$ cat src/rtl/core/drq_pkg.sv
// Package for the disk request task-file block: types, codes and constants.
// Used by every module under rtl/core; depends on nothing.
package drq_pkg;
	localparam int Drives = 2;
	localparam int SlotsPerDrive = 5;
	localparam int NSlots = Drives * SlotsPerDrive;
	localparam int MaxRetries = 7;
	localparam logic [7:0] WinRead = 8'h20;
	localparam logic [7:0] DevBase = 8'hA0;
	localparam logic [7:0] StatMask = 8'hF1;
	localparam logic [7:0] StatGood = 8'h50;

	typedef enum logic [1:0] {
		REQ_LOAD = 2'd0,
		REQ_READ = 2'd1,
		REQ_STATUS = 2'd2,
		REQ_NONE = 2'd3
	} req_t;

	typedef enum logic [2:0] {
		EV_REG = 3'd0,
		EV_REJECT = 3'd1,
		EV_MORE = 3'd2,
		EV_DONE = 3'd3,
		EV_FAIL = 3'd4,
		EV_FAULT = 3'd5
	} ev_t;

	typedef enum logic [2:0] {
		ST_IDLE,
		ST_CHECK,
		ST_DIV1,
		ST_DIV2,
		ST_EMIT,
		ST_RESULT
	} state_t;

	// Commands from the controller to the datapath.
	typedef struct packed {
		logic load_slot;
		logic load_req;
		logic status_pass;
		logic status_fail;
		logic start_div1;
		logic start_div2;
		logic div_step;
		logic emit_clr;
		logic emit_next;
		logic set_await;
		logic clr_await;
	} cmd_t;

	// Status from the datapath to the controller.
	typedef struct packed {
		logic range_bad;
		logic geo_bad;
		logic head_bad;
		logic div_done;
		logic emit_last;
		logic awaiting;
		logic remain_one;
		logic err_limit;
	} sts_t;
endpackage

$ cat src/rtl/core/drq_datapath.sv
// Datapath: partition table, request registers, shared bit-serial divider and
// task-file byte selection. Depends on drq_pkg.
module drq_datapath (
	input  logic               clk,
	input  logic               arst_n,
	input  drq_pkg::cmd_t      cmd,
	output drq_pkg::sts_t      sts,
	input  logic               cfg_valid,
	input  logic [2:0]         cfg_index,
	input  logic [15:0]        cfg_data,
	input  logic [3:0]         slot_index,
	input  logic [31:0]        slot_start,
	input  logic [31:0]        slot_length,
	input  logic [3:0]         minor_device,
	input  logic [31:0]        start_sector,
	input  logic [7:0]         sector_count,
	output logic [3:0]         emit_sel,
	output logic [7:0]         emit_data
);
	import drq_pkg::*;

	logic [7:0] spt_q [Drives];
	logic [4:0] heads_q [Drives];
	logic [15:0] precomp_q [Drives];
	logic [7:0] ctl_q [Drives];
	logic [31:0] pstart_q [NSlots];
	logic [31:0] plen_q [NSlots];
	logic [NSlots-1:0] pvalid_q;
	logic [3:0] slot_q;
	logic [31:0] sector_q;
	logic [7:0] remain_q;
	logic [2:0] errors_q;
	logic await_q;
	logic [31:0] quo_q;
	logic [31:0] rem_q;
	logic [7:0] divisor_q;
	logic [5:0] cnt_q;
	logic [7:0] secno_q;
	logic [2:0] emit_q;

	logic slot_ok;
	logic [3:0] sidx;
	logic drive;
	logic [31:0] len_sel;
	logic [31:0] start_sel;
	logic [32:0] trial;

	assign slot_ok = slot_q < 4'(NSlots);
	assign sidx = slot_ok ? slot_q : 4'd0;
	assign drive = (Drives > 1) && (slot_q >= 4'(SlotsPerDrive));
	assign len_sel = (slot_ok && pvalid_q[sidx]) ? plen_q[sidx] : 32'd0;
	assign start_sel = (slot_ok && pvalid_q[sidx]) ? pstart_q[sidx] : 32'd0;
	assign trial = {rem_q, quo_q[31]} - {25'd0, divisor_q};

	always_ff @(posedge clk or negedge arst_n) begin
		if (!arst_n) begin
			for (int d = 0; d < Drives; d++) begin
				spt_q[d] <= 8'd17;
				heads_q[d] <= 5'd4;
				precomp_q[d] <= 16'd0;
				ctl_q[d] <= 8'd0;
			end
			pvalid_q <= '0;
			slot_q <= '0;
			sector_q <= '0;
			remain_q <= '0;
			errors_q <= '0;
			await_q <= 1'b0;
			cnt_q <= '0;
			emit_q <= '0;
		end else begin
			if (cfg_valid && (int'(cfg_index[2]) < Drives)) begin
				unique case (cfg_index[1:0])
					2'd0: spt_q[cfg_index[2]] <= cfg_data[7:0];
					2'd1: heads_q[cfg_index[2]] <= cfg_data[4:0];
					2'd2: precomp_q[cfg_index[2]] <= cfg_data;
					default: ctl_q[cfg_index[2]] <= cfg_data[7:0];
				endcase
			end
			if (cmd.load_slot && slot_index < 4'(NSlots))
				pvalid_q[slot_index] <= 1'b1;
			if (cmd.load_req) begin
				slot_q <= minor_device;
				sector_q <= start_sector;
				remain_q <= sector_count;
				errors_q <= '0;
			end
			if (cmd.status_pass) begin
				errors_q <= '0;
				sector_q <= sector_q + 32'd1;
				remain_q <= remain_q - 8'd1;
			end
			if (cmd.status_fail)
				errors_q <= errors_q + 3'd1;
			if (cmd.set_await)
				await_q <= 1'b1;
			if (cmd.clr_await)
				await_q <= 1'b0;
			if (cmd.start_div1 || cmd.start_div2)
				cnt_q <= 6'd32;
			else if (cmd.div_step)
				cnt_q <= cnt_q - 6'd1;
			if (cmd.emit_clr)
				emit_q <= '0;
			else if (cmd.emit_next)
				emit_q <= emit_q + 3'd1;
		end
	end

	always_ff @(posedge clk) begin
		if (cmd.load_slot && slot_index < 4'(NSlots)) begin
			pstart_q[slot_index] <= slot_start;
			plen_q[slot_index] <= slot_length;
		end
		if (cmd.start_div1) begin
			quo_q <= sector_q + start_sel;
			rem_q <= '0;
			divisor_q <= spt_q[drive];
		end else if (cmd.start_div2) begin
			secno_q <= rem_q[7:0] + 8'd1;
			quo_q <= quo_q;
			rem_q <= '0;
			divisor_q <= {3'd0, heads_q[drive]};
		end else if (cmd.div_step) begin
			if (!trial[32]) begin
				rem_q <= trial[31:0];
				quo_q <= {quo_q[30:0], 1'b1};
			end else begin
				rem_q <= {rem_q[30:0], quo_q[31]};
				quo_q <= {quo_q[30:0], 1'b0};
			end
		end
	end

	always_comb begin
		sts.range_bad = !slot_ok || (remain_q == 8'd0) ||
			({1'b0, sector_q} + 33'd2 > {1'b0, len_sel});
		sts.geo_bad = (spt_q[drive] == 8'd0) || (heads_q[drive] == 5'd0);
		sts.head_bad = rem_q > 32'd15;
		sts.div_done = cnt_q == 6'd0;
		sts.emit_last = emit_q == 3'd7;
		sts.awaiting = await_q;
		sts.remain_one = remain_q == 8'd1;
		sts.err_limit = (errors_q + 3'd1) >= 3'(MaxRetries);
	end

	assign emit_sel = {1'b0, emit_q};
	always_comb begin
		case (emit_q)
			3'd0: emit_data = ctl_q[drive];
			3'd1: emit_data = precomp_q[drive][9:2];
			3'd2: emit_data = remain_q;
			3'd3: emit_data = secno_q;
			3'd4: emit_data = quo_q[7:0];
			3'd5: emit_data = quo_q[15:8];
			3'd6: emit_data = DevBase | {3'd0, drive, rem_q[3:0]};
			default: emit_data = WinRead;
		endcase
	end
endmodule

$ cat src/rtl/core/drq_ctrl.sv
// Controller state machine: sequences checks, the two divisions and the output items.
// Depends on drq_pkg.
module drq_ctrl (
	input  logic               clk,
	input  logic               arst_n,
	input  logic               in_valid,
	output logic               in_ready,
	input  logic [1:0]         req_type,
	input  logic [7:0]         status_byte,
	output logic               out_valid,
	input  logic               out_ready,
	output logic [2:0]         event_res,
	output logic               emit_sel_use,
	output logic               last,
	output drq_pkg::cmd_t      cmd,
	input  drq_pkg::sts_t      sts
);
	import drq_pkg::*;

	state_t state_q, state_d;
	ev_t ev_q, ev_d;
	logic fire;

	assign fire = in_valid && in_ready;

	always_ff @(posedge clk or negedge arst_n) begin
		if (!arst_n) begin
			state_q <= ST_IDLE;
			ev_q <= EV_REJECT;
		end else begin
			state_q <= state_d;
			ev_q <= ev_d;
		end
	end

	always_comb begin
		state_d = state_q;
		ev_d = ev_q;
		unique case (state_q)
			ST_IDLE: begin
				if (fire) begin
					unique case (req_t'(req_type))
						REQ_READ: state_d = ST_CHECK;
						REQ_STATUS: begin
							if (sts.awaiting) begin
								if ((status_byte & StatMask) == StatGood) begin
									state_d = ST_RESULT;
									ev_d = sts.remain_one ? EV_DONE : EV_MORE;
								end else if (sts.err_limit) begin
									state_d = ST_RESULT;
									ev_d = EV_FAIL;
								end else begin
									state_d = ST_CHECK;
								end
							end
						end
						default: state_d = ST_IDLE;
					endcase
				end
			end
			ST_CHECK: begin
				if (sts.range_bad) begin
					state_d = ST_RESULT;
					ev_d = EV_REJECT;
				end else if (sts.geo_bad) begin
					state_d = ST_RESULT;
					ev_d = EV_FAULT;
				end else begin
					state_d = ST_DIV1;
				end
			end
			ST_DIV1: if (sts.div_done) state_d = ST_DIV2;
			ST_DIV2: begin
				if (sts.div_done) begin
					if (sts.head_bad) begin
						state_d = ST_RESULT;
						ev_d = EV_FAULT;
					end else begin
						state_d = ST_EMIT;
					end
				end
			end
			ST_EMIT: if (out_ready && sts.emit_last) state_d = ST_IDLE;
			ST_RESULT: if (out_ready) state_d = ST_IDLE;
			default: state_d = ST_IDLE;
		endcase
	end

	always_comb begin
		cmd = '0;
		in_ready = state_q == ST_IDLE;
		out_valid = (state_q == ST_EMIT) || (state_q == ST_RESULT);
		event_res = (state_q == ST_EMIT) ? EV_REG : ev_q;
		emit_sel_use = state_q == ST_EMIT;
		last = (state_q == ST_RESULT) || sts.emit_last;
		unique case (state_q)
			ST_IDLE: begin
				cmd.load_slot = fire && req_t'(req_type) == REQ_LOAD;
				cmd.load_req = fire && req_t'(req_type) == REQ_READ;
				cmd.status_pass = fire && req_t'(req_type) == REQ_STATUS && sts.awaiting &&
					((status_byte & StatMask) == StatGood);
				cmd.status_fail = fire && req_t'(req_type) == REQ_STATUS && sts.awaiting &&
					((status_byte & StatMask) != StatGood);
			end
			ST_CHECK: begin
				cmd.start_div1 = !sts.range_bad && !sts.geo_bad;
				cmd.emit_clr = 1'b1;
			end
			ST_DIV1: begin
				cmd.div_step = !sts.div_done;
				cmd.start_div2 = sts.div_done;
			end
			ST_DIV2: cmd.div_step = !sts.div_done;
			ST_EMIT: begin
				cmd.emit_next = out_ready;
				cmd.set_await = 1'b1;
			end
			ST_RESULT: cmd.clr_await = ev_q != EV_MORE;
			default: cmd = '0;
		endcase
	end
endmodule

$ cat src/rtl/core/disk_request_chs_task_file.sv
// Top level of the disk request task-file block: joins controller and datapath.
// Depends on drq_pkg, drq_ctrl and drq_datapath.
//
//   channel   direction  handshake              payload
//   in        into       in_valid / in_ready     req_type .. status_byte
//   out       out of     out_valid / out_ready   event_res, reg_select, reg_data, last
//   cfg       into       cfg_valid / cfg_ready   cfg_index, cfg_data
//
// A read or retry passes the check and then two divisions in one shared shift-subtract
// unit before its eight items, which leave one a cycle while out is ready.
// A completion that passes or fails for good gives one item in the next cycle.
// Reset clears all control state and the partition table valid bits; stalls on out hold it.
module disk_request_chs_task_file (
	input  logic        clk,
	input  logic        arst_n,
	input  logic        in_valid,
	output logic        in_ready,
	input  logic [1:0]  req_type,
	input  logic [3:0]  slot_index,
	input  logic [31:0] slot_start,
	input  logic [31:0] slot_length,
	input  logic [3:0]  minor_device,
	input  logic [31:0] start_sector,
	input  logic [7:0]  sector_count,
	input  logic [7:0]  status_byte,
	output logic        out_valid,
	input  logic        out_ready,
	output logic [2:0]  event_res,
	output logic [3:0]  reg_select,
	output logic [7:0]  reg_data,
	output logic        last,
	input  logic        cfg_valid,
	output logic        cfg_ready,
	input  logic [2:0]  cfg_index,
	input  logic [15:0] cfg_data
);
	import drq_pkg::*;

	cmd_t cmd;
	sts_t sts;
	logic use_emit;
	logic [3:0] emit_sel;
	logic [7:0] emit_data;

	assign cfg_ready = 1'b1;

	drq_ctrl u_ctrl (
		.clk(clk), .arst_n(arst_n), .in_valid(in_valid), .in_ready(in_ready),
		.req_type(req_type), .status_byte(status_byte), .out_valid(out_valid),
		.out_ready(out_ready), .event_res(event_res), .emit_sel_use(use_emit),
		.last(last), .cmd(cmd), .sts(sts)
	);

	drq_datapath u_dp (
		.clk(clk), .arst_n(arst_n), .cmd(cmd), .sts(sts), .cfg_valid(cfg_valid),
		.cfg_index(cfg_index), .cfg_data(cfg_data), .slot_index(slot_index),
		.slot_start(slot_start), .slot_length(slot_length), .minor_device(minor_device),
		.start_sector(start_sector), .sector_count(sector_count), .emit_sel(emit_sel),
		.emit_data(emit_data)
	);

	assign reg_select = use_emit ? emit_sel : 4'd0;
	assign reg_data = use_emit ? emit_data : 8'd0;
endmodule

$ cat config.mk
export PLATFORM = sky130hd
export DESIGN_NAME = disk_request_chs_task_file
export DESIGN_NICKNAME = d
export VERILOG_FILES = /design/src/rtl/core/drq_pkg.sv /design/src/rtl/core/drq_datapath.sv /design/src/rtl/core/drq_ctrl.sv /design/src/rtl/core/disk_request_chs_task_file.sv
export SDC_FILE = /design/constraint.sdc
export NUM_CORES = 1
export LEC_CHECK = 0
export BUFFER_PORTS_ARGS = -buffer_cell sky130_fd_sc_hd__clkbuf_2
export CAP_MARGIN = 20
export CORE_MARGIN = 2
export CORE_UTILIZATION = 47
export DETAILED_ROUTE_END_ITERATION = 12
export GPL_ROUTABILITY_DRIVEN = 0
export SYNTH_ARGS = -nofsm -noshare
export SYNTH_HDL_FRONTEND = slang
export SYNTH_SLANG_ARGS = --single-unit
$ cat constraint.sdc
create_clock -name clk -period 8 [get_ports clk]
set_input_delay 0.8 -clock clk [delete_from_list [all_inputs] [get_ports clk]]
set_output_delay 0.8 -clock clk [all_outputs]
set_load 0.01 [all_outputs]
# Word level (Yosys, flattened, before mapping)
# Memory sizes are Yosys's and may differ from the RTL's.
# Index checks and enable logic that the tools add are counted.
dict set report word_totals {
  regBits 227
  mem_bits_rw 640
  in_bits 146
  out_inout_bits 19
  wordCells 218
  memories 2
}
# name words word_bits read_ports rd_clocked_by_memory_dff write_ports line_no
set mem_list {}
lappend mem_list {u_dp.plen_q 10 32 1 0 1 drq_datapath.sv:27} ;# logic [31:0] plen_q [NSlots];
lappend mem_list {u_dp.pstart_q 10 32 1 0 1 drq_datapath.sv:26} ;# logic [31:0] pstart_q [NSlots];
dict set report op_classes {
  add_sub_neg 9
  magnitude_cmp 12
  eq_ne 32
  mux 86
  bitwise 5
  n_reduce_logical 50
}
# op count
set op_table {}
lappend op_table {{32-bit 2-to-1 mux} 8}
lappend op_table {{8-bit 2-to-1 mux} 12}
lappend op_table {{3-bit 2-to-1 mux} 26}
lappend op_table {{8-bit case mux with 7 select lines} 1}
lappend op_table {{32-bit by 2-bit adder with 33-bit output (second input constant)} 1}
lappend op_table {{33-bit by 32-bit greater-than comparator with 1-bit output} 1}
lappend op_table {{33-bit by 8-bit subtractor with 33-bit output} 1}
lappend op_table {{32-bit by 1-bit adder with 32-bit output (second input constant)} 1}
lappend op_table {{32-bit adder} 1}
lappend op_table {{16-bit bitwise mux} 2}
lappend op_table {{32-bit bitwise mux} 1}
lappend op_table {{32-bit by 4-bit greater-than comparator with 1-bit output (second input constant)} 1}
lappend op_table {{10-bit 2-to-1 mux} 3}
lappend op_table {{5-bit 2-to-1 mux} 4}
lappend op_table {{3-bit == test (second input constant)} 6}
lappend op_table {{3-bit case mux with 6 select lines} 1}
lappend op_table {{16-bit demux with 1-bit select} 1}
lappend op_table {{8-bit logical NOT} 2}
lappend op_table {{16-bit 2-to-1 mux} 1}
lappend op_table {{1-bit 2-to-1 mux} 14}
lappend op_table {{1-bit logical AND} 13}
lappend op_table {{3-bit by 2-bit == test with 1-bit output (second input constant)} 4}
lappend op_table {{6-bit 2-to-1 mux} 2}
lappend op_table {{2-bit AND reduction} 6}
lappend op_table {{46 further kinds} 81}

# Longest topological paths before layout
# Gate-level depths: netlist of the first run.
dict set report depth {
  word_depth 13
  mapped_depth 21
  ltp_nobuf 18
}

# Hierarchy
# Synthesis of the first run repeated with hierarchy kept, for this count alone.
dict set report unflattened {
  cells_unflattened 2748
  hier_area_um2 38490.7
}
# mod n_inst cells_per_inst area_each_um2 seq_area_each_um2
set modules_own_cells {}
lappend modules_own_cells {drq_datapath 1 2654 37763.7 24435.9}
lappend modules_own_cells {drq_ctrl 1 79 619.3 151.4}
lappend modules_own_cells {disk_request_chs_task_file 1 15 107.6 0.0}

# Worst setup path before layout of the first run
# No wires, ideal clock.
dict set report synth_path {
  kind {register -> register}
  start {reg u_ctrl.state_q[2]}
  end {reg u_dp.pvalid_q[0]}
  setup_ns 0.092
  arrival_time_ns 6.489
  required_time_ns 7.908
  path_slack_ns 1.419
  path_stages_with_launch 8
  path_buffers 1
  period_less_slack_ns 6.581
  path_cell_list {dfrtp_1 clkbuf_1 nor3_1 and2_1 nand2_1 or3_1 nor3_1 or2_2}
}
dict set report synth_via {
  elab_chain_cells 5
}
# element line_no
set synth_rtl {}
lappend synth_rtl {{from (decl)} drq_ctrl.sv:20} ;# state_t state_q, state_d;
lappend synth_rtl {{from (signal assigned)} drq_ctrl.sv:31} ;# state_q <= state_d;
lappend synth_rtl {{3-bit logical NOT *} drq_ctrl.sv:91} ;# in_ready = state_q == ST_IDLE;
lappend synth_rtl {{net in_ready} disk_request_chs_task_file.sv:17} ;# output logic in_ready,
lappend synth_rtl {{1-bit logical AND} drq_ctrl.sv:24} ;# assign fire = in_valid && in_ready;
lappend synth_rtl {{1-bit logical AND} drq_ctrl.sv:98} ;# cmd.load_slot = fire && req_t'(req_type) == REQ_LOAD;
lappend synth_rtl {{4-bit 2-to-1 mux *} drq_ctrl.sv:96} ;# unique case (state_q)
lappend synth_rtl {{1-bit logical AND *} drq_datapath.sv:80} ;# if (cmd.load_slot && slot_index < 4'(NSlots))
lappend synth_rtl {{to (signal assigned)} drq_datapath.sv:63} ;# pvalid_q <= '0;
lappend synth_rtl {{to (signal, indexed assignment)} drq_datapath.sv:81} ;# pvalid_q[slot_index] <= 1'b1;
lappend synth_rtl {{to (decl)} drq_datapath.sv:28} ;# logic [NSlots-1:0] pvalid_q;
# Mark *: on every way through the listed nets, which the timed path passes. The rest lies on a longest branch.
# A chain may end at the register's enable or synchronous reset.

# Worst setup path after layout of the first run
dict set report layout_path {
  start {reg u_dp.slot_q[0]}
  end {reg u_dp.quo_q[23] (data pin)}
}
dict set report layout_via {
  elab_chain_cells 12
  elab_cells_between_ends 30
  classes_between {add/sub: 1; order compare: 3; mux: 13; bitwise: 1; reduce/logical: 10; memory: 2}
}
# element line_no
set layout_rtl {}
lappend layout_rtl {{from (decl)} drq_datapath.sv:29} ;# logic [3:0] slot_q;
lappend layout_rtl {{from (signal assigned)} drq_datapath.sv:83} ;# slot_q <= minor_device;
lappend layout_rtl {{4-bit less-than comparator} drq_datapath.sv:48} ;# assign slot_ok = slot_q < 4'(NSlots);
lappend layout_rtl {{4-bit 2-to-1 mux} drq_datapath.sv:49} ;# assign sidx = slot_ok ? slot_q : 4'd0;
lappend layout_rtl {{1-bit binary-select mux with 4-bit select} {drq_datapath.sv:51, drq_datapath.sv:52}}
lappend layout_rtl {{1-bit 2-to-1 mux (implied by the code)} {drq_datapath.sv:51, drq_datapath.sv:52}}
lappend layout_rtl {{1-bit logical AND} {drq_datapath.sv:51, drq_datapath.sv:52}}
lappend layout_rtl {{32-bit 2-to-1 mux} drq_datapath.sv:51} ;# assign len_sel = (slot_ok && pvalid_q[sidx]) ? plen_q[sidx] : 32'd0;
lappend layout_rtl {{33-bit by 32-bit greater-than comparator with 1-bit output} drq_datapath.sv:137} ;# ({1'b0, sector_q} + 33'd2 > {1'b0, len_sel});
lappend layout_rtl {{1-bit logical OR} drq_datapath.sv:136} ;# sts.range_bad = !slot_ok || (remain_q == 8'd0) ||
lappend layout_rtl {{1-bit logical NOT} drq_ctrl.sv:106} ;# cmd.start_div1 = !sts.range_bad && !sts.geo_bad;
lappend layout_rtl {{1-bit logical AND} drq_ctrl.sv:106}
lappend layout_rtl {{1-bit 2-to-1 mux} drq_ctrl.sv:96}
lappend layout_rtl {{32-bit 2-to-1 mux *} drq_datapath.sv:115} ;# if (cmd.start_div1) begin
lappend layout_rtl {{to (signal assigned)} drq_datapath.sv:116} ;# quo_q <= sector_q + start_sel;
lappend layout_rtl {{to (signal assigned)} drq_datapath.sv:121} ;# quo_q <= quo_q;
lappend layout_rtl {{to (signal assigned)} drq_datapath.sv:127} ;# quo_q <= {quo_q[30:0], 1'b1};
lappend layout_rtl {{to (decl)} drq_datapath.sv:34} ;# logic [31:0] quo_q;
# Mark *: on every way between the ends. The rest lies on a longest branch, timed or not. The select of a mux whose other input is x is not followed.

==> parameters.txt, run 1 <==
Parameter                              Value

Global route
  Largest net degree at the start of global routing ... 156
  First-pass GRT wire length ... 155,000 µm
  GR Util All Layers ... 24.1%
  Total gr overflow ... 0
  Number of antenna violations at the first check in global routing ... 5
  Number of global-route vias before repair ... 25,143

Clock network
  CTS Hold Buffers Added ... 0
  Number of buffers on the longest clock path ... 3
  Clk root buf ... sky130_fd_sc_hd__clkbuf_16
  Cts bufs inserted ... 92
  Number of setup buffers added after CTS ... 0
  CTS-repair resized insts ... 0
  Clock tree from TritonCTS ... yes
  CTS clk-pin slew, worst paths ... 0.06 ns
  Clock network latency to the later pin of the worst-skew pair ... 0.67 ns
  Total number of H-tree levels ... 3
  # clock sinks ... between 800 and 900

Worst setup path
  CP Data Arrival Time ... 6.72 ns
  Critical R2R Capture ... u_dp.quo_q[23]
  Worst-path fanout max ... 61
  Type of element capturing the critical path ... register
  Worst endpoint required time ... 8.40 ns
  Cell count of the worst reg-to-reg path ... 15
  Critical register-to-register path startpoint ... u_dp.slot_q[0]
  Crit path launch type ... register
  R2R Setup Slk ... 1.67 ns
  Kind of critical path ... reg2reg

Placed design
  Half-perimeter wire length of the detailed placement result ... roughly 66,000 µm
  Placed cell count ... 3,998
  Count of buffers from port buffering ... 153
  Placed standard-cell area ... ~0.041 mm²
  Pre-CTS worst setup slack ... 1.72 ns

Layout
  Count of fill cells added during filler insertion ... 6,760
  Ratio of cells with drive above 1 in the final layout ... 20.9%
  Most common library cell in the layout ignoring fill and taps ... sky130_fd_sc_hd__edfxtp_1
  Most frequent cells in the layout ... sky130_fd_sc_hd__edfxtp_1, sky130_fd_sc_hd__nand2_1, sky130_fd_sc_hd__mux2_2
  Final Non-Filler Cells ... 4,173
  Syn-to-layout area delta ... 12.9%
  Final nets ... 3,260
  Layout Cell Area excl Fill ... 0.0437 mm²

Drt
  Mean routed wirelength per cell ... ~25 µm
  Final ANT Viol Nets ... 0
  Detailed-routing iteration count for the pre-antenna-repair pass ... 5
  Detailed-route vias per instance ... 5.97
  Detailed-route wire length ... 103,000 µm
  First-iteration detailed-routing DRC count ... about 2,300
  DRC Markers ... 0
  Routed vias ... 24,901

Floorplanning
  Initial core utilization ... ~47%
  Core Area ... 0.0818 mm²
  Floorplan die area ... 0.0847 mm²
  Die Span X ... about 290 µm
  Std-Cell Rows ... 105
  Boundary Pins ... ~170
  Vert. Die Dim ... 291 µm

STA
  Tcrit/Tclk final ... 79.1%
  Fin. Hold Viols ... 0
  Worst-margin pin slew ... 1.04 ns
  Summed negative setup slack over all endpoints ... 0 ns
  Time the final worst path needs with I/O delays and setup ... 6.33 ns
  Worst clock skew ... 0.0395 ns
  RSZ-0062 raised after global routing ... false
  Setup slack of the critical path after layout ... 1.67 ns
  Fmax ... about 160 MHz
  Worst max-slew margin expressed relative to the limit ... a little under a third
  Final number of max-transition violations ... 0
  Final count of negative-setup-slack endpoints ... 0

Synth
  Seq/Total Area, Yosys ... a little under two thirds
  Cell accounting for the most synthesized area ... sky130_fd_sc_hd__edfxtp_1
  Count of distinct cell types in the synthesized netlist ... 82
  Ys Warns ... 0
  Total of flip-flops plus latches after synthesis ... 851
  Syn_nets ... 3,128
  Mapped Area ... 0.0387 mm²
  Number of enable flip-flop cells after synthesis ... 688
  Share of flip-flops with an asynchronous set or reset after synthesis ... approximately 15%
  Number of instances in the synthesized netlist ... 2,892
  Biggest area contributors in the synthesized netlist ... sky130_fd_sc_hd__edfxtp_1, sky130_fd_sc_hd__dfrtp_1, sky130_fd_sc_hd__mux2_2, sky130_fd_sc_hd__mux4_2, sky130_fd_sc_hd__ha_1
  Per-instance average area after synthesis ... around 13 µm²
  Top cell type's share of synthesized area ... 53.4%
  Top flip-flop cell by instance count after synthesis ... sky130_fd_sc_hd__edfxtp_1

Power
  P_leak ... roughly 16 nW
  Power per standard cell area ... 364 mW/mm²
  Total power ... 15.9 mW
  Max VDD drop ... between 0.0003 and 0.0004 V

Run status
  Outcome ... finished clean

Hold path
  Path category of the worst min-delay check ... in2async

Flow run
  Number of max-capacitance violations reported ... 0
[metrics by stage]
step	hold WS [ns]	util, %
final	0.180	53.4
after floorplan	0.433	-
after detailed placement	0.450	49.7
after CTS	0.186	53.4
after global routing	0.237	53.4
after global placement	0.446	49.7
[synthesized netlist by cell type (17+ instances only)]
| cell type | count |
|---|---|
| sky130_fd_sc_hd__nand2_1 | 269 |
| sky130_fd_sc_hd__o22ai_1 | 81 |
| sky130_fd_sc_hd__nand2b_1 | 22 |
| sky130_fd_sc_hd__clkbuf_1 | 122 |
| sky130_fd_sc_hd__buf_1 | 20 |
| sky130_fd_sc_hd__mux4_2 | 65 |
| sky130_fd_sc_hd__o211ai_1 | 35 |
| sky130_fd_sc_hd__nor2_1 | 195 |
| sky130_fd_sc_hd__o2111ai_1 | 35 |
| sky130_fd_sc_hd__ha_1 | 88 |
| sky130_fd_sc_hd__nand4_1 | 18 |
| sky130_fd_sc_hd__nor2b_1 | 44 |
| sky130_fd_sc_hd__o21ai_0 | 144 |
| sky130_fd_sc_hd__edfxtp_1 | 688 |
| sky130_fd_sc_hd__or2_2 | 17 |
| sky130_fd_sc_hd__nand3_1 | 36 |
| sky130_fd_sc_hd__xnor2_1 | 49 |
| sky130_fd_sc_hd__inv_1 | 67 |
| sky130_fd_sc_hd__a311oi_1 | 32 |
| sky130_fd_sc_hd__a211oi_1 | 72 |
| sky130_fd_sc_hd__dfxtp_1 | 32 |
| sky130_fd_sc_hd__a21oi_1 | 105 |
| sky130_fd_sc_hd__mux2_2 | 188 |
| sky130_fd_sc_hd__nor3_1 | 69 |
| sky130_fd_sc_hd__dfrtp_1 | 124 |
| sky130_fd_sc_hd__xor2_1 | 47 |
[worst max path at each step]
stage | start | cells after the start | slack (ns) | end
after floorplan | u_ctrl.state_q[2] | 7 | 1.42 | u_dp.pvalid_q[0]
final | u_dp.slot_q[0] | 15 | 1.67 | u_dp.quo_q[23]
after detailed placement | u_dp.slot_q[0] | 15 | 1.72 | u_dp.quo_q[23]
after global routing | u_dp.slot_q[0] | 18 | 1.35 | u_dp.quo_q[30]
after CTS | u_dp.slot_q[0] | 15 | 1.71 | u_dp.quo_q[23]
after global placement | u_dp.slot_q[0] | 15 | 1.83 | u_dp.quo_q[23]
[cell type report]
| class | count | area (µm²) | share of cell area [%] |
|---|---|---|---|
| diodes | 2 | 5.00 | 0.0114 |
| clock buffers | 116 | 2400 | 5.49 |
| inverters | 69 | 262 | 0.598 |
| multi-input cells | 1807 | 13300 | 30.4 |
| clock inverters | 55 | 631 | 1.44 |
| repair buffers | 203 | 1190 | 2.72 |
| flip-flops and latches | 851 | 24600 | 56.3 |
| well taps | 1070 | 1340 | 3.06 |
[state kept, by name, summed over array words and instances, names as in the netlist, 10 cells and up]
register,cells
u_dp.spt_q,16
u_dp.sector_q,32
u_dp.heads_q,10
u_dp.pstart_q,320
u_dp.quo_q,32
u_dp.rem_q,32
u_dp.ctl_q,16
u_dp.plen_q,320
u_dp.precomp_q,16
u_dp.pvalid_q,10
[logic make-up after synthesis]
group,after synthesis,synth area share [%]
other cells,2,0.0194
buf+inv,234,2.44
compound gates,597,10.1
mux,269,9.66
xor+xnor,96,2.17
flops,851,63.5
simple gates,753,9.14
fa+ha+maj,90,2.95
[where the power goes]
part	total, mW	internal, mW	switching [mW]	leakage [nW]
Sequential	5.84	5.23	0.606	8.03
Clock	4.26	2.48	1.78	1.46
Combinational	5.83	2.33	3.50	6.05
[worst max-delay path, cell delays in order (launching register included)]
cell,delay (ns)
sky130_fd_sc_hd__dfrtp_4,0.94
sky130_fd_sc_hd__nand2_4,0.53
sky130_fd_sc_hd__mux4_2,0.36
sky130_fd_sc_hd__a21oi_1,0.10
sky130_fd_sc_hd__o22ai_2,0.15
sky130_fd_sc_hd__buf_4,0.42
sky130_fd_sc_hd__o211ai_1,0.27
sky130_fd_sc_hd__ha_1,0.39
sky130_fd_sc_hd__nand4_1,0.13
sky130_fd_sc_hd__nor4_1,0.33
sky130_fd_sc_hd__nand2_1,0.22
sky130_fd_sc_hd__or4_1,0.52
sky130_fd_sc_hd__o21ai_0,0.31
sky130_fd_sc_hd__nand4_4,0.50
sky130_fd_sc_hd__inv_4,0.42
sky130_fd_sc_hd__mux2_2,0.37
[metal layers]
metal  global-route usage (%)  routed length, µm  share of wire (%)
met2                     41.0              50800                 49
met1                     32.1              43500                 42
met4                     7.61               2580                2.5
met5                        0                 55              0.054
met3                     3.31               5650                5.5
Note: power is estimated with default switching activity, not from simulation.
==> inputs of run 2 (changes only) <==
- PLACE_DENSITY: default -> 0.66
- clock period: 8 -> 5.4 ns (I/O delays scaled with it)
==> run 2 against run 1 <==
Net effect:
- the flow now finishes with violations (hold timing)
- sequential share of layout area fell by 0.64 points
- hold slack got worse by 0.19 ns
- worst setup slack got worse by 1.4 ns
- sequential power rose by 45%
- fmax rose by 23%
- clock skew rose by 0.016 ns
- register-to-register slack got worse by 1.4 ns
- count of clock-buffer cells in the layout fell by 4
- critical path type unchanged
- highest routed layer unchanged
==> parameters.txt, run 2 (synthesized netlist as in run 1, its figures left out) <==
Parameter                              Value

Run status
  Outcome ... finished, violations left
  Violated checks ... hold timing

STA
  Time the final worst path needs with I/O delays and setup ... 5.16 ns
  Worst clock skew ... 0.0554 ns
  Tcrit/Tclk final ... between 90% and 100%
  Final count of negative-setup-slack endpoints ... 0
  Fmax ... 194 MHz
  Fin. Hold Viols ... 4
  Worst-margin pin slew ... 1.06 ns
  Smallest hold slack ... -0.0115 ns
  Final number of max-transition violations ... 0
  Worst max-slew margin expressed relative to the limit ... between 20 and 30%
  Summed negative setup slack over all endpoints ... 0 ns

Power
  Net switching power ... 8.74 mW
  Part of the power in registers ... 35.8%
  Combinational fraction of design power ... 38.9%
  Internal power contribution ... 14.9 mW
  Max VDD drop ... ~0.00036 V
  Switching Share ... 36.9%
  P_leak ... between 15 and 20 nW
  Clock network fraction of design power ... 25.2%
  Power per standard cell area ... 535 mW/mm²

Worst setup path
  Worst endpoint required time ... 5.72 ns
  Chain of cells forming the critical path ... ha_1, and3_1, and3_1, nand2_1, nor2_2, nand2_1, nor2_1, xor2_1, ha_1, nand4_1, nor4_1, nand2_1, or4_1, o21ai_2, nand4_4, buf_12, nand2_1, buf_12
  First element of the critical path ... u_dp.sector_q[1]
  Most common cell type on the critical path ... sky130_fd_sc_hd__nand2_1
  CP Data Arrival Time ... 5.47 ns
  Largest stage delay, worst path ... 0.56 ns
  Kind of critical path ... reg2reg
  Cell with the biggest individual delay on the critical path ... sky130_fd_sc_hd__or4_1
  Crit path launch type ... register
  Critical register-to-register path startpoint ... u_dp.sector_q[1]
  Worst-path fanout max ... 60
  Type of element capturing the critical path ... register

Layout
  Most common library cell in the layout ignoring fill and taps ... sky130_fd_sc_hd__edfxtp_1
  Most frequent cells in the layout ... sky130_fd_sc_hd__edfxtp_1, sky130_fd_sc_hd__nand2_1, sky130_fd_sc_hd__mux2_2
  Final nets ... 3,309
  Final Non-Filler Cells ... 4,217
  Top Registers ... u_dp.plen_q x320, u_dp.pstart_q x320
  Ratio of cells with drive above 1 in the final layout ... ~22%
  Syn-to-layout area delta ... 14.2%
  Utilization after layout ... 54.0%
  Count of fill cells added during filler insertion ... 6,634

Placed design
  Count of buffers from port buffering ... around 150
  Placed cell count ... between 4,000 and 5,000
  Half-perimeter wire length of the detailed placement result ... 65,600 µm

Hold path
  Path category of the worst min-delay check ... in2async

Global route
  Most Used Layer, Global Route ... met2
  Met1 layer usage reported by global route ... 31.5%
  Number of antenna violations at the first check in global routing ... 4
  Global routing usage on met3 ... 3.66%
  Met2 usage ... 39.4%
  GR Util All Layers ... 23.7%
  First-pass GRT wire length ... between 150,000 and 200,000 µm
  Largest net degree at the start of global routing ... 101
  Number of global-route vias before repair ... 25,395
  Total gr overflow ... 0

Drt
  Routed vias ... 25,360
  DRC Markers ... 0
  First-iteration detailed-routing DRC count ... 2,318
  Final ANT Viol Nets ... 0
  Detailed-routing iteration count for the pre-antenna-repair pass ... 7
  Detailed-route vias per instance ... 6.01
  Mean routed wirelength per cell ... 24.0 µm
  Detailed-route wire length ... 101,000 µm

Clock network
  CTS Hold Buffers Added ... 0
  CTS clk-pin slew, worst paths ... 0.06 ns
  Number of buffers on the longest clock path ... 3
  Clk root buf ... sky130_fd_sc_hd__clkbuf_16
  Clock tree from TritonCTS ... yes
  Cts bufs inserted ... 90
  Total number of H-tree levels ... 3
  Clock network latency to the later pin of the worst-skew pair ... 0.67 ns
  # clock sinks ... around 850

Floorplanning
  Floorplan die area ... approximately 0.085 mm²
  Initial core utilization ... 47.3%
  Boundary Pins ... 165
  Core Area ... 0.0818 mm²
  Vert. Die Dim ... 291 µm
  Std-Cell Rows ... 105
  Die Span X ... 291 µm

Flow run
  Number of max-capacitance violations reported ... 0
-- run 2: changes by cell type in the layout (fill, tap and decap cells not counted), moves of 4 or more --
cell | previous run | this run
sky130_fd_sc_hd__clkinv_2 | 12 | 17
sky130_fd_sc_hd__clkbuf_1 | 23 | 17
sky130_fd_sc_hd__buf_12 | 2 | 23
sky130_fd_sc_hd__buf_4 | 45 | 75
sky130_fd_sc_hd__clkinvlp_4 | 5 | 0
sky130_fd_sc_hd__clkinv_1 | 17 | 21
sky130_fd_sc_hd__bufinv_16 | 10 | 4
-- run 2: final cells by class --
class / count / area [µm²] / share of cell area (%)
clock buffer: 112 / 2400 / 5.42
inverter: 69 / 262 / 0.591
antenna: 2 / 5.00 / 0.0113
tap: 1070 / 1340 / 3.03
sequential: 851 / 24600 / 55.6
multi-input combinational: 1807 / 13300 / 30.1
clock inverter: 52 / 468 / 1.06
timing repair buffer: 254 / 1840 / 4.16
-- run 2: stage by stage --
| stage | hold slack, ns | power (mW) | setup slack, ns | cell area, µm² |
|---|---|---|---|---|
| after detailed placement | 0.449 | 17.7 | 0.0741 | 41300 |
| after global placement | 0.448 | 17.4 | 0.166 | 41300 |
| after CTS | 0.000432 | 23.7 | 0.00978 | 44100 |
| after global routing | 0.0362 | 24.9 | -0.0625 | 44200 |
| final | -0.0115 | 23.7 | 0.244 | 44200 |
| after floorplan | 0.244 | 14.7 | 0.130 | 38700 |
-- run 2: repair_timing --
action	CTS	global route
resized for setup	0	4
setup buffers	0	3
endpoints found under the setup margin	0	115
-- run 2: worst max-delay path, delay by kind of cell (launching register included) --
kind	cells	cell delay (ns)
flip-flops	1	0.46
buffers and inverters	2	0.54
AO/OA/AOI/OAI	1	0.18
XOR/XNOR	1	0.11
AND/OR/NAND/NOR	12	2.96
adder cells (fa/ha/maj)	2	0.57
-- run 2: path summary, 6_finish.rpt --
kind	end	slack (ns)	depth (start not counted)
max in group asynchronous	u_dp.sector_q[2]	4.29	2
min in group clk	u_dp.precomp_q[24]	0.13	2
min reg2reg	u_dp.pvalid_q[0]	0.46	1
min	u_dp.ctl_q[0]	-0.01	1
max	u_dp.quo_q[12]	0.24	18
max reg2reg	u_dp.quo_q[12]	0.24	18
-- run 2: per-layer routing --
metal,vias to the layer above,share of wire (%)
met5,-,0.031
met4,4,3.2
li1,11394,-
met3,184,6.9
met2,972,49
met1,12806,41
-- run 2: power by group through the flow --
| stage | combinational (mW) | sequential [mW] | clock [mW] |
|---|---|---|---|
| after global routing | 10.1 | 8.54 | 6.31 |
| final | 9.21 | 8.48 | 5.97 |
| after detailed placement | 9.13 | 8.58 | 0 |
| after floorplan | 6.40 | 8.27 | 0 |
| after CTS | 9.17 | 8.46 | 6.06 |
| after global placement | 8.88 | 8.55 | 0 |
